==> config.mk <==
export PLATFORM = sky130hd
export DESIGN_NAME = dual_ir_lick_detector_top_flat
export DESIGN_NICKNAME = d
export VERILOG_FILES = /design/src/dlk_pkg.sv /design/src/dlk_ifs.sv /design/src/dual_ir_lick_detector_top.sv /design/src/dlk_ram.sv /design/src/dlk_baseline.sv /design/src/dlk_level.sv /design/src/flat_wrapper.sv
export SDC_FILE = /design/constraint.sdc
export NUM_CORES = 2
export LEC_CHECK = 0
export ABC_AREA = 1
export BUFFER_PORTS_ARGS = -buffer_cell sky130_fd_sc_hd__buf_2
export CORE_ASPECT_RATIO = 0.75
export CORE_UTILIZATION = 63
export DETAILED_ROUTE_END_ITERATION = 8
export PLACE_DENSITY = 0.86
export SYNTH_ARGS = -nofsm -noshare
export SYNTH_HDL_FRONTEND = slang
export SYNTH_SLANG_ARGS = --single-unit
==> constraint.sdc <==
create_clock -name clk -period 7.22 [get_ports clk]
set_input_delay 0.722 -clock clk [delete_from_list [all_inputs] [get_ports clk]]
set_output_delay 0.722 -clock clk [all_outputs]
set_load 0.01 [all_outputs]
==> src/dlk_pkg.sv <==
// ----------------------------------------------------------------------------
// dlk_pkg
// shared widths, constants and types of the dual ir lick detector
// ----------------------------------------------------------------------------
package dlk_pkg;

	// ring depth must be a power of two
	localparam int RING_DEPTH = 64;
	localparam int RING_AW    = $clog2(RING_DEPTH);

	localparam int TIME_W   = 32;
	localparam int SAMPLE_W = 10;
	localparam int PERIOD_W = 16;
	localparam int THR_W    = 11;
	localparam int LEVEL_W  = 12;
	localparam int SUM_W    = SAMPLE_W + RING_AW;
	localparam int CFG_IW   = 2;
	localparam int CFG_DW   = 16;

	localparam logic [SAMPLE_W-1:0]       RING_INIT  = SAMPLE_W'(512);
	localparam logic [SUM_W-1:0]          SUM_RESET  = SUM_W'(512) << RING_AW;
	localparam logic signed [LEVEL_W-1:0] MIN_INIT   = LEVEL_W'(1023);
	localparam logic [PERIOD_W-1:0]       PERIOD_RST = PERIOD_W'(100);
	localparam logic [THR_W-1:0]          THR_RST    = THR_W'(50);

	typedef enum logic [CFG_IW-1:0] {
		CFG_PERIOD    = 2'd0,
		CFG_LEFT_THR  = 2'd1,
		CFG_RIGHT_THR = 2'd2
	} cfg_reg_t;

	typedef logic [SAMPLE_W-1:0]       sample_t;
	typedef logic signed [LEVEL_W-1:0] level_t;

	typedef struct packed {
		logic [TIME_W-1:0] time_ms;
		sample_t           left_sample;
		sample_t           right_sample;
		logic              debug_request;
	} in_item_t;

	typedef struct packed {
		sample_t left_sample;
		sample_t right_sample;
		sample_t left_mean;
		sample_t right_mean;
		logic    debug_request;
	} base_item_t;

	typedef struct packed {
		logic    left_touched;
		logic    right_touched;
		level_t  left_level;
		level_t  right_level;
		sample_t left_baseline;
		sample_t right_baseline;
		level_t  left_min_seen;
		level_t  right_min_seen;
	} result_t;

endpackage

==> src/dlk_ifs.sv <==
// ----------------------------------------------------------------------------
// dlk_ifs
// valid/ready channels for sample requests and detector results
// ----------------------------------------------------------------------------
interface dlk_sample_if;
	logic                      valid;
	logic                      ready;
	logic [dlk_pkg::TIME_W-1:0] time_ms;
	dlk_pkg::sample_t          left_sample;
	dlk_pkg::sample_t          right_sample;
	logic                      debug_request;

	modport source (output valid, time_ms, left_sample, right_sample, debug_request,
		input ready);
	modport sink (input valid, time_ms, left_sample, right_sample, debug_request,
		output ready);
endinterface

interface dlk_result_if;
	logic             valid;
	logic             ready;
	logic             left_touched;
	logic             right_touched;
	dlk_pkg::level_t  left_level;
	dlk_pkg::level_t  right_level;
	dlk_pkg::sample_t left_baseline;
	dlk_pkg::sample_t right_baseline;
	dlk_pkg::level_t  left_min_seen;
	dlk_pkg::level_t  right_min_seen;

	modport source (output valid, left_touched, right_touched, left_level, right_level,
		left_baseline, right_baseline, left_min_seen, right_min_seen, input ready);
	modport sink (input valid, left_touched, right_touched, left_level, right_level,
		left_baseline, right_baseline, left_min_seen, right_min_seen, output ready);
endinterface

==> src/dual_ir_lick_detector_top.sv <==
// pipeline: an accepted request is registered in item_s1, base_s2, then res_q;
// throughput: one request per cycle unless the result channel stalls; the baseline
// update (period test, ring slot read and running sum) completes within stage s1, ring reads are prefetched
// reset: control, sums, means, minima and config return to their reset values;
// ring entries read as 512 through per-entry valid flops, no clearing pass
// ----------------------------------------------------------------------------
// dual_ir_lick_detector_top
// two channel ir touch detector with moving average baselines
// ----------------------------------------------------------------------------
module dual_ir_lick_detector_top (
	input  logic                        clk,
	input  logic                        arst_n,
	dlk_sample_if.sink                  sample,
	dlk_result_if.source                result,
	input  logic                        cfg_we,
	input  logic [dlk_pkg::CFG_IW-1:0]  cfg_index,
	input  logic [dlk_pkg::CFG_DW-1:0]  cfg_wdata
);

	logic [dlk_pkg::PERIOD_W-1:0] period_q;
	logic [dlk_pkg::THR_W-1:0]    lthr_q;
	logic [dlk_pkg::THR_W-1:0]    rthr_q;

	dlk_pkg::in_item_t   item_s1;
	logic                vld_s1;
	dlk_pkg::base_item_t base_d;
	dlk_pkg::base_item_t base_s2;
	logic                vld_s2;
	dlk_pkg::result_t    res_d;
	dlk_pkg::result_t    res_q;
	logic                res_vld_q;

	logic en_out;
	logic en2;
	logic en1;

	assign en_out = !res_vld_q || result.ready;
	assign en2    = !vld_s2 || en_out;
	assign en1    = !vld_s1 || en2;
	assign sample.ready = en1;

	always_ff @(posedge clk or negedge arst_n) begin
		if (!arst_n) begin
			period_q <= dlk_pkg::PERIOD_RST;
			lthr_q   <= dlk_pkg::THR_RST;
			rthr_q   <= dlk_pkg::THR_RST;
		end else if (cfg_we) begin
			unique case (cfg_index)
				dlk_pkg::CFG_PERIOD:    period_q <= cfg_wdata;
				dlk_pkg::CFG_LEFT_THR:  lthr_q   <= cfg_wdata[dlk_pkg::THR_W-1:0];
				dlk_pkg::CFG_RIGHT_THR: rthr_q   <= cfg_wdata[dlk_pkg::THR_W-1:0];
				default: ;
			endcase
		end
	end

	always_ff @(posedge clk or negedge arst_n) begin
		if (!arst_n) begin
			vld_s1    <= 1'b0;
			vld_s2    <= 1'b0;
			res_vld_q <= 1'b0;
		end else begin
			if (en1) begin
				vld_s1 <= sample.valid;
			end
			if (en2) begin
				vld_s2 <= vld_s1;
			end
			if (en_out) begin
				res_vld_q <= vld_s2;
			end
		end
	end

	always_ff @(posedge clk) begin
		if (en1) begin
			item_s1.time_ms       <= sample.time_ms;
			item_s1.left_sample   <= sample.left_sample;
			item_s1.right_sample  <= sample.right_sample;
			item_s1.debug_request <= sample.debug_request;
		end
		if (en2) begin
			base_s2 <= base_d;
		end
		if (en_out) begin
			res_q <= res_d;
		end
	end

	dlk_baseline u_baseline (
		.clk    (clk),
		.arst_n (arst_n),
		.fire   (vld_s1 && en2),
		.item   (item_s1),
		.period (period_q),
		.base   (base_d)
	);

	dlk_level u_level (
		.clk       (clk),
		.arst_n    (arst_n),
		.fire      (vld_s2 && en_out),
		.base      (base_s2),
		.left_thr  (lthr_q),
		.right_thr (rthr_q),
		.res       (res_d)
	);

	assign result.valid          = res_vld_q;
	assign result.left_touched   = res_q.left_touched;
	assign result.right_touched  = res_q.right_touched;
	assign result.left_level     = res_q.left_level;
	assign result.right_level    = res_q.right_level;
	assign result.left_baseline  = res_q.left_baseline;
	assign result.right_baseline = res_q.right_baseline;
	assign result.left_min_seen  = res_q.left_min_seen;
	assign result.right_min_seen = res_q.right_min_seen;

endmodule

==> src/dlk_ram.sv <==
// ----------------------------------------------------------------------------
// dlk_ram
// generic single write port ram with registered read
// ----------------------------------------------------------------------------
module dlk_ram #(
	parameter int WIDTH = 8,
	parameter int DEPTH = 16
) (
	input  logic                     clk,
	input  logic                     we,
	input  logic [$clog2(DEPTH)-1:0] waddr,
	input  logic [WIDTH-1:0]         wdata,
	input  logic [$clog2(DEPTH)-1:0] raddr,
	output logic [WIDTH-1:0]         rdata
);

	logic [WIDTH-1:0] mem [DEPTH];

	always_ff @(posedge clk) begin
		if (we) begin
			mem[waddr] <= wdata;
		end
		rdata <= mem[raddr];
	end

endmodule

==> src/dlk_baseline.sv <==
// ----------------------------------------------------------------------------
// dlk_baseline
// baseline rings, running sums and means, updated once per period
// ----------------------------------------------------------------------------
module dlk_baseline (
	input  logic                          clk,
	input  logic                          arst_n,
	input  logic                          fire,
	input  dlk_pkg::in_item_t             item,
	input  logic [dlk_pkg::PERIOD_W-1:0]  period,
	output dlk_pkg::base_item_t           base
);

	logic [dlk_pkg::RING_AW-1:0]  pos_q;
	logic [dlk_pkg::RING_AW-1:0]  pos_nxt;
	logic [dlk_pkg::RING_AW-1:0]  pos_d;
	logic [dlk_pkg::SUM_W-1:0]    lsum_q;
	logic [dlk_pkg::SUM_W-1:0]    rsum_q;
	logic [dlk_pkg::SUM_W-1:0]    lsum_new;
	logic [dlk_pkg::SUM_W-1:0]    rsum_new;
	dlk_pkg::sample_t             lmean_q;
	dlk_pkg::sample_t             rmean_q;
	logic [dlk_pkg::TIME_W-1:0]   last_q;
	logic [dlk_pkg::TIME_W-1:0]   deadline;
	logic [dlk_pkg::RING_DEPTH-1:0] vld_q;
	dlk_pkg::sample_t             l_rd;
	dlk_pkg::sample_t             r_rd;
	dlk_pkg::sample_t             l_old;
	dlk_pkg::sample_t             r_old;
	logic                         upd;

	assign deadline = last_q + dlk_pkg::TIME_W'(period);
	assign upd      = fire && (deadline < item.time_ms);
	assign pos_nxt  = (pos_q == dlk_pkg::RING_AW'(dlk_pkg::RING_DEPTH - 1)) ? '0
		: pos_q + 1'b1;
	assign pos_d    = upd ? pos_nxt : pos_q;

	// entries never written read as the reset fill
	assign l_old = vld_q[pos_q] ? l_rd : dlk_pkg::RING_INIT;
	assign r_old = vld_q[pos_q] ? r_rd : dlk_pkg::RING_INIT;

	assign lsum_new = lsum_q - dlk_pkg::SUM_W'(l_old) + dlk_pkg::SUM_W'(item.left_sample);
	assign rsum_new = rsum_q - dlk_pkg::SUM_W'(r_old) + dlk_pkg::SUM_W'(item.right_sample);

	// read ahead at the position the next update will use
	dlk_ram #(.WIDTH(dlk_pkg::SAMPLE_W), .DEPTH(dlk_pkg::RING_DEPTH)) u_left_ring (
		.clk   (clk),
		.we    (upd),
		.waddr (pos_q),
		.wdata (item.left_sample),
		.raddr (pos_d),
		.rdata (l_rd)
	);

	dlk_ram #(.WIDTH(dlk_pkg::SAMPLE_W), .DEPTH(dlk_pkg::RING_DEPTH)) u_right_ring (
		.clk   (clk),
		.we    (upd),
		.waddr (pos_q),
		.wdata (item.right_sample),
		.raddr (pos_d),
		.rdata (r_rd)
	);

	always_ff @(posedge clk or negedge arst_n) begin
		if (!arst_n) begin
			pos_q   <= '0;
			lsum_q  <= dlk_pkg::SUM_RESET;
			rsum_q  <= dlk_pkg::SUM_RESET;
			lmean_q <= '0;
			rmean_q <= '0;
			last_q  <= '0;
			vld_q   <= '0;
		end else if (upd) begin
			pos_q         <= pos_nxt;
			lsum_q        <= lsum_new;
			rsum_q        <= rsum_new;
			lmean_q       <= lsum_new[dlk_pkg::SUM_W-1:dlk_pkg::RING_AW];
			rmean_q       <= rsum_new[dlk_pkg::SUM_W-1:dlk_pkg::RING_AW];
			last_q        <= item.time_ms;
			vld_q[pos_q]  <= 1'b1;
		end
	end

	always_comb begin
		base.left_sample   = item.left_sample;
		base.right_sample  = item.right_sample;
		base.left_mean     = upd ? lsum_new[dlk_pkg::SUM_W-1:dlk_pkg::RING_AW] : lmean_q;
		base.right_mean    = upd ? rsum_new[dlk_pkg::SUM_W-1:dlk_pkg::RING_AW] : rmean_q;
		base.debug_request = item.debug_request;
	end

endmodule

==> src/dlk_level.sv <==
// ----------------------------------------------------------------------------
// dlk_level
// cross-normalized levels, touch decisions and minimum tracking
// ----------------------------------------------------------------------------
module dlk_level (
	input  logic                       clk,
	input  logic                       arst_n,
	input  logic                       fire,
	input  dlk_pkg::base_item_t        base,
	input  logic [dlk_pkg::THR_W-1:0]  left_thr,
	input  logic [dlk_pkg::THR_W-1:0]  right_thr,
	output dlk_pkg::result_t           res
);

	dlk_pkg::level_t             lmin_q;
	dlk_pkg::level_t             rmin_q;
	dlk_pkg::level_t             llev;
	dlk_pkg::level_t             rlev;
	dlk_pkg::level_t             lmin_cur;
	dlk_pkg::level_t             rmin_cur;
	logic signed [dlk_pkg::LEVEL_W:0] lbound;
	logic signed [dlk_pkg::LEVEL_W:0] rbound;

	assign llev = $signed({2'b00, base.left_sample}) - $signed({2'b00, base.right_sample})
		+ $signed({2'b00, base.right_mean});
	assign rlev = $signed({2'b00, base.right_sample}) - $signed({2'b00, base.left_sample})
		+ $signed({2'b00, base.left_mean});

	assign lbound = $signed({3'b000, base.left_mean}) - $signed({2'b00, left_thr});
	assign rbound = $signed({3'b000, base.right_mean}) - $signed({2'b00, right_thr});

	assign lmin_cur = base.debug_request ? dlk_pkg::MIN_INIT : lmin_q;
	assign rmin_cur = base.debug_request ? dlk_pkg::MIN_INIT : rmin_q;

	always_ff @(posedge clk or negedge arst_n) begin
		if (!arst_n) begin
			lmin_q <= dlk_pkg::MIN_INIT;
			rmin_q <= dlk_pkg::MIN_INIT;
		end else if (fire) begin
			lmin_q <= (llev < lmin_cur) ? llev : lmin_cur;
			rmin_q <= (rlev < rmin_cur) ? rlev : rmin_cur;
		end
	end

	always_comb begin
		res.left_touched   = $signed({llev[dlk_pkg::LEVEL_W-1], llev}) < lbound;
		res.right_touched  = $signed({rlev[dlk_pkg::LEVEL_W-1], rlev}) < rbound;
		res.left_level     = llev;
		res.right_level    = rlev;
		res.left_baseline  = base.left_mean;
		res.right_baseline = base.right_mean;
		res.left_min_seen  = lmin_q;
		res.right_min_seen = rmin_q;
	end

endmodule

==> src/flat_wrapper.sv <==
// flat-port wrapper written by rule: the top's interface ports become plain ports
module dual_ir_lick_detector_top_flat 
  (clk, arst_n, cfg_we, cfg_index, cfg_wdata, sample_valid, sample_time_ms, sample_left_sample, sample_right_sample, sample_debug_request, sample_ready, result_valid, result_left_touched, result_right_touched, result_left_level, result_right_level, result_left_baseline, result_right_baseline, result_left_min_seen, result_right_min_seen, result_ready);
  dlk_sample_if sample_i ();
  dlk_result_if result_i ();
  input  logic clk;
  input  logic arst_n;
  input  logic cfg_we;
  input  logic [dlk_pkg::CFG_IW-1:0] cfg_index;
  input  logic [dlk_pkg::CFG_DW-1:0] cfg_wdata;
  input wire logic [$bits(sample_i.valid)-1:0] sample_valid;
  input wire logic [$bits(sample_i.time_ms)-1:0] sample_time_ms;
  input wire logic [$bits(sample_i.left_sample)-1:0] sample_left_sample;
  input wire logic [$bits(sample_i.right_sample)-1:0] sample_right_sample;
  input wire logic [$bits(sample_i.debug_request)-1:0] sample_debug_request;
  output wire logic [$bits(sample_i.ready)-1:0] sample_ready;
  output wire logic [$bits(result_i.valid)-1:0] result_valid;
  output wire logic [$bits(result_i.left_touched)-1:0] result_left_touched;
  output wire logic [$bits(result_i.right_touched)-1:0] result_right_touched;
  output wire logic [$bits(result_i.left_level)-1:0] result_left_level;
  output wire logic [$bits(result_i.right_level)-1:0] result_right_level;
  output wire logic [$bits(result_i.left_baseline)-1:0] result_left_baseline;
  output wire logic [$bits(result_i.right_baseline)-1:0] result_right_baseline;
  output wire logic [$bits(result_i.left_min_seen)-1:0] result_left_min_seen;
  output wire logic [$bits(result_i.right_min_seen)-1:0] result_right_min_seen;
  input wire logic [$bits(result_i.ready)-1:0] result_ready;
  assign sample_i.valid = sample_valid;
  assign sample_i.time_ms = sample_time_ms;
  assign sample_i.left_sample = sample_left_sample;
  assign sample_i.right_sample = sample_right_sample;
  assign sample_i.debug_request = sample_debug_request;
  assign sample_ready = sample_i.ready;
  assign result_valid = result_i.valid;
  assign result_left_touched = result_i.left_touched;
  assign result_right_touched = result_i.right_touched;
  assign result_left_level = result_i.left_level;
  assign result_right_level = result_i.right_level;
  assign result_left_baseline = result_i.left_baseline;
  assign result_right_baseline = result_i.right_baseline;
  assign result_left_min_seen = result_i.left_min_seen;
  assign result_right_min_seen = result_i.right_min_seen;
  assign result_i.ready = result_ready;
  dual_ir_lick_detector_top u_core (.clk(clk), .arst_n(arst_n), .sample(sample_i), .result(result_i), .cfg_we(cfg_we), .cfg_index(cfg_index), .cfg_wdata(cfg_wdata));
endmodule
==> results.toml <==
[cells_and_area]
seqCellArea_um2 = 49280
finalInstanceArea_um2 = 85350
stdcell_count = 9524
fill_cells = 7842
multi_input_area_um2 = 20670
layout.nets = 8056
drive_gt1_share_pct = 8.591
area_growth_pct = 10.49

[synth]
seq_area_frac_synth_pct = 63.80
yosysTopAreaCellShare_pct = 56.13
avgSynthCellArea_um2 = 10.11
synth_cell_types = 55
async_flop_share_pct = 13.01
synth_top_area_cell = "edfxtp_1"
yosys.cell_count.top_type = "inv_1"
yosysWarnings = 0
syn_nets = 7929
syn_inst = 7642
ys_ff_latch = 1683
ys.flop_type = "edfxtp_1"
synth-edff-count = 1444
synthTopCellsByCount = "inv_1, nand2_1, edfxtp_1"
synth_area_um2 = 77250
netlist_top_cells_area = "edfxtp_1, nand3_1, inv_1"

[timing]
max_freq_ghz = 0.1454
worst_slew_pin_slew_ps = 1365
finClkSkew_ps = 31.85
post-route-period-util_pct = 95.26
period_minus_slack_ps = 6878
fin_ws_ps = 342.0
fin_hold_ws_ps = 105.3
slew_headroom_pct = 8.901
hold_viol = 0
setup-tns-final_ps = 0
finalSetupViolCount = 0
drv_slew = 0

[drt]
drtPass1Iterations = 9
vias = 57504
dr_wl_met3_um = 32910
routed.top_layer = "met5"
met2WireLength_um = 97270
ant_nets = 0
drc = 0
drt_wl_total_um = 220800
met1_length_um = 78030
dr.first_iter.drc_count = 9903
routedWlPerCell_um = 23.18
vias_per_cell = 6.038

[clock_network]
clkLatencyLatePin_ps = 800
cts.sinks = 1683
clock_path_buffers = 3
clkTransAtPathRegs_ps = 70
numCtsBuffers = 154
cts-root-buf = "clkbuf_16"
cts_tree = "built"
htree_levels = 4

[floorplan]
die_width_um = 406.3
core_um2 = 120800
io_pins = 148
die_y_um = 305.3
rows = 110
fp.dieArea_um2 = 124000
initial_utilization_pct = 63.92

[setup_path]
crit_top_cell = "nand3_1"
required_ps = 7880
reg2reg_slack_ps = 340
worstSetupPathType = "register to register"
crit_slowest_cell = "dfstp_2"
critPathLaunchType = "register"
crit_fanout = 64
cp_slowest_stage_delay_ps = 540
crit_arrival_ps = 7540
cp-end-kind = "register"

[global_route]
track_usage_pct = 35.18
antenna_found_initial = 6
grt_max_degree = 112
grt_pass1_vias = 56057
grt_pass1_wl_um = 326900
gr-total-overflow = 0

[power_and_ir_drop]
power.density_nw_per_um2 = 464.6
peakVddDrop_v = 0.0005498
p_leak_uw = 0.03777

[placed_design]
gp_congestion = 0.9445
dp.cells = 9230
placed_area_um2 = 80280
dp_slack_ps = 263.1
port-buffer-count = 147
dp_hpwl_um = 130000

[hold_path]
hp-class = "primary input to register"

[flow_run]
cap_violations = 0

[outcome]
status = "completed"
layout make-up:
type	count	area share (%)
clock inverters	74	0.7125
well taps	1624	2.381
diodes	8	0.02346
repair buffers	316	2.825
multi-input cells	4003	24.22
inverters	1611	7.085
flip-flops and latches	1683	57.74
clock buffers	205	5.009
power by group:
group	internal, µW	switching (µW)
Sequential	11800	729
Combinational	5670	13300
Clock	4480	3620
Total	22000	17700
cells in the final DEF, fill, tap and decap left out, types with 27 or more instances in the layout:
cell,instances
edfxtp_1,1444
clkbuf_1,37
nor2_2,60
inv_1,1605
dfstp_2,31
fa_1,27
clkinv_1,35
xor2_1,54
nor2_1,93
ha_1,184
o22ai_1,37
clkbuf_16,163
nand3_1,1388
o21ai_0,218
nand2_1,1591
nor3_1,41
buf_2,146
xnor2_1,34
buf_4,137
a21oi_1,138
dfrtp_1,188
what timing repair did:
action / 4_1_cts / 5_1_grt
setup endpoints to repair: 0 / 20
gates resized for setup: 0 / 13
endpoints found under the hold margin: 52 / 0
hold buffers: 1 / 0
buffers inserted: 0 / 2
stage by stage:
step | utilization, % | power [µW]
2_1_floorplan | - | 24310
3_3_place_gp | 66.44 | 29670
3_5_place_dp | 66.44 | 30410
4_1_cts | 70.49 | 38660
5_1_grt | 70.61 | 41420
6_report | 70.63 | 39650
cell families after synthesis:
group | after synthesis | share of synthesized area (%)
fa+ha+maj | 211 | 3.680
compound gates | 459 | 3.270
flops | 1683 | 63.80
simple gates | 3234 | 18.24
xor+xnor | 91 | 1.051
buf+inv | 1959 | 9.889
mux | 5 | 0.07288
worst max-delay path, delay by kind of cell (launching register included):
family          cells  cell delay (ps)
compound gates      8             1710
fa+ha+maj           2              550
buf+inv             2              970
flops               1              540
simple gates       17             2900
per-layer routing:
metal	up-vias	GRT usage [%]
li1	25141	-
met1	26964	47.03
met2	4585	52.26
met3	810	9.961
met4	4	19.33
met5	-	0
state kept, by name (all words and copies together) (netlist names), 11 cells and up:
signal	flops
u_core.result.right_level	12
u_core.u_baseline.rsum_q	16
u_core.u_level.lmin_q	12
u_core.rthr_q	11
u_core.lthr_q	11
u_core.base_s2	41
u_core.result.left_min_seen	12
u_core.result.left_level	12
u_core.u_baseline.lsum_q	16
u_core.u_baseline.last_q	32
u_core.result.right_min_seen	12
u_core.u_level.rmin_q	12
u_core.u_baseline.u_left_ring.mem	640
u_core.u_baseline.vld_q	64
u_core.u_baseline.u_right_ring.mem	640
u_core.item_s1	53
u_core.period_q	16
worst paths after layout:
path	from	endpoint	depth (start not counted)
setup / recovery	u_core.period_q[2]$_DFFE_PN1P_	u_core.u_baseline.u_right_ring.rdata[3]$_DFF_P_	29
hold / removal	sample_time_ms[4]	u_core.item_s1[25]$_DFFE_PP_	1
setup reg to reg	u_core.period_q[2]$_DFFE_PN1P_	u_core.u_baseline.u_right_ring.rdata[3]$_DFF_P_	29
hold reg to reg	u_core.item_s1[0]$_DFFE_PP_	u_core.base_s2[0]$_DFFE_PN_	0
max in group asynchronous	arst_n	u_core.u_baseline.vld_q[1]$_DFFE_PN0P_	3
min in group asynchronous	arst_n	u_core.u_level.lmin_q[10]$_DFFE_PN0P_	2
Power figures use the tool's default switching activity.
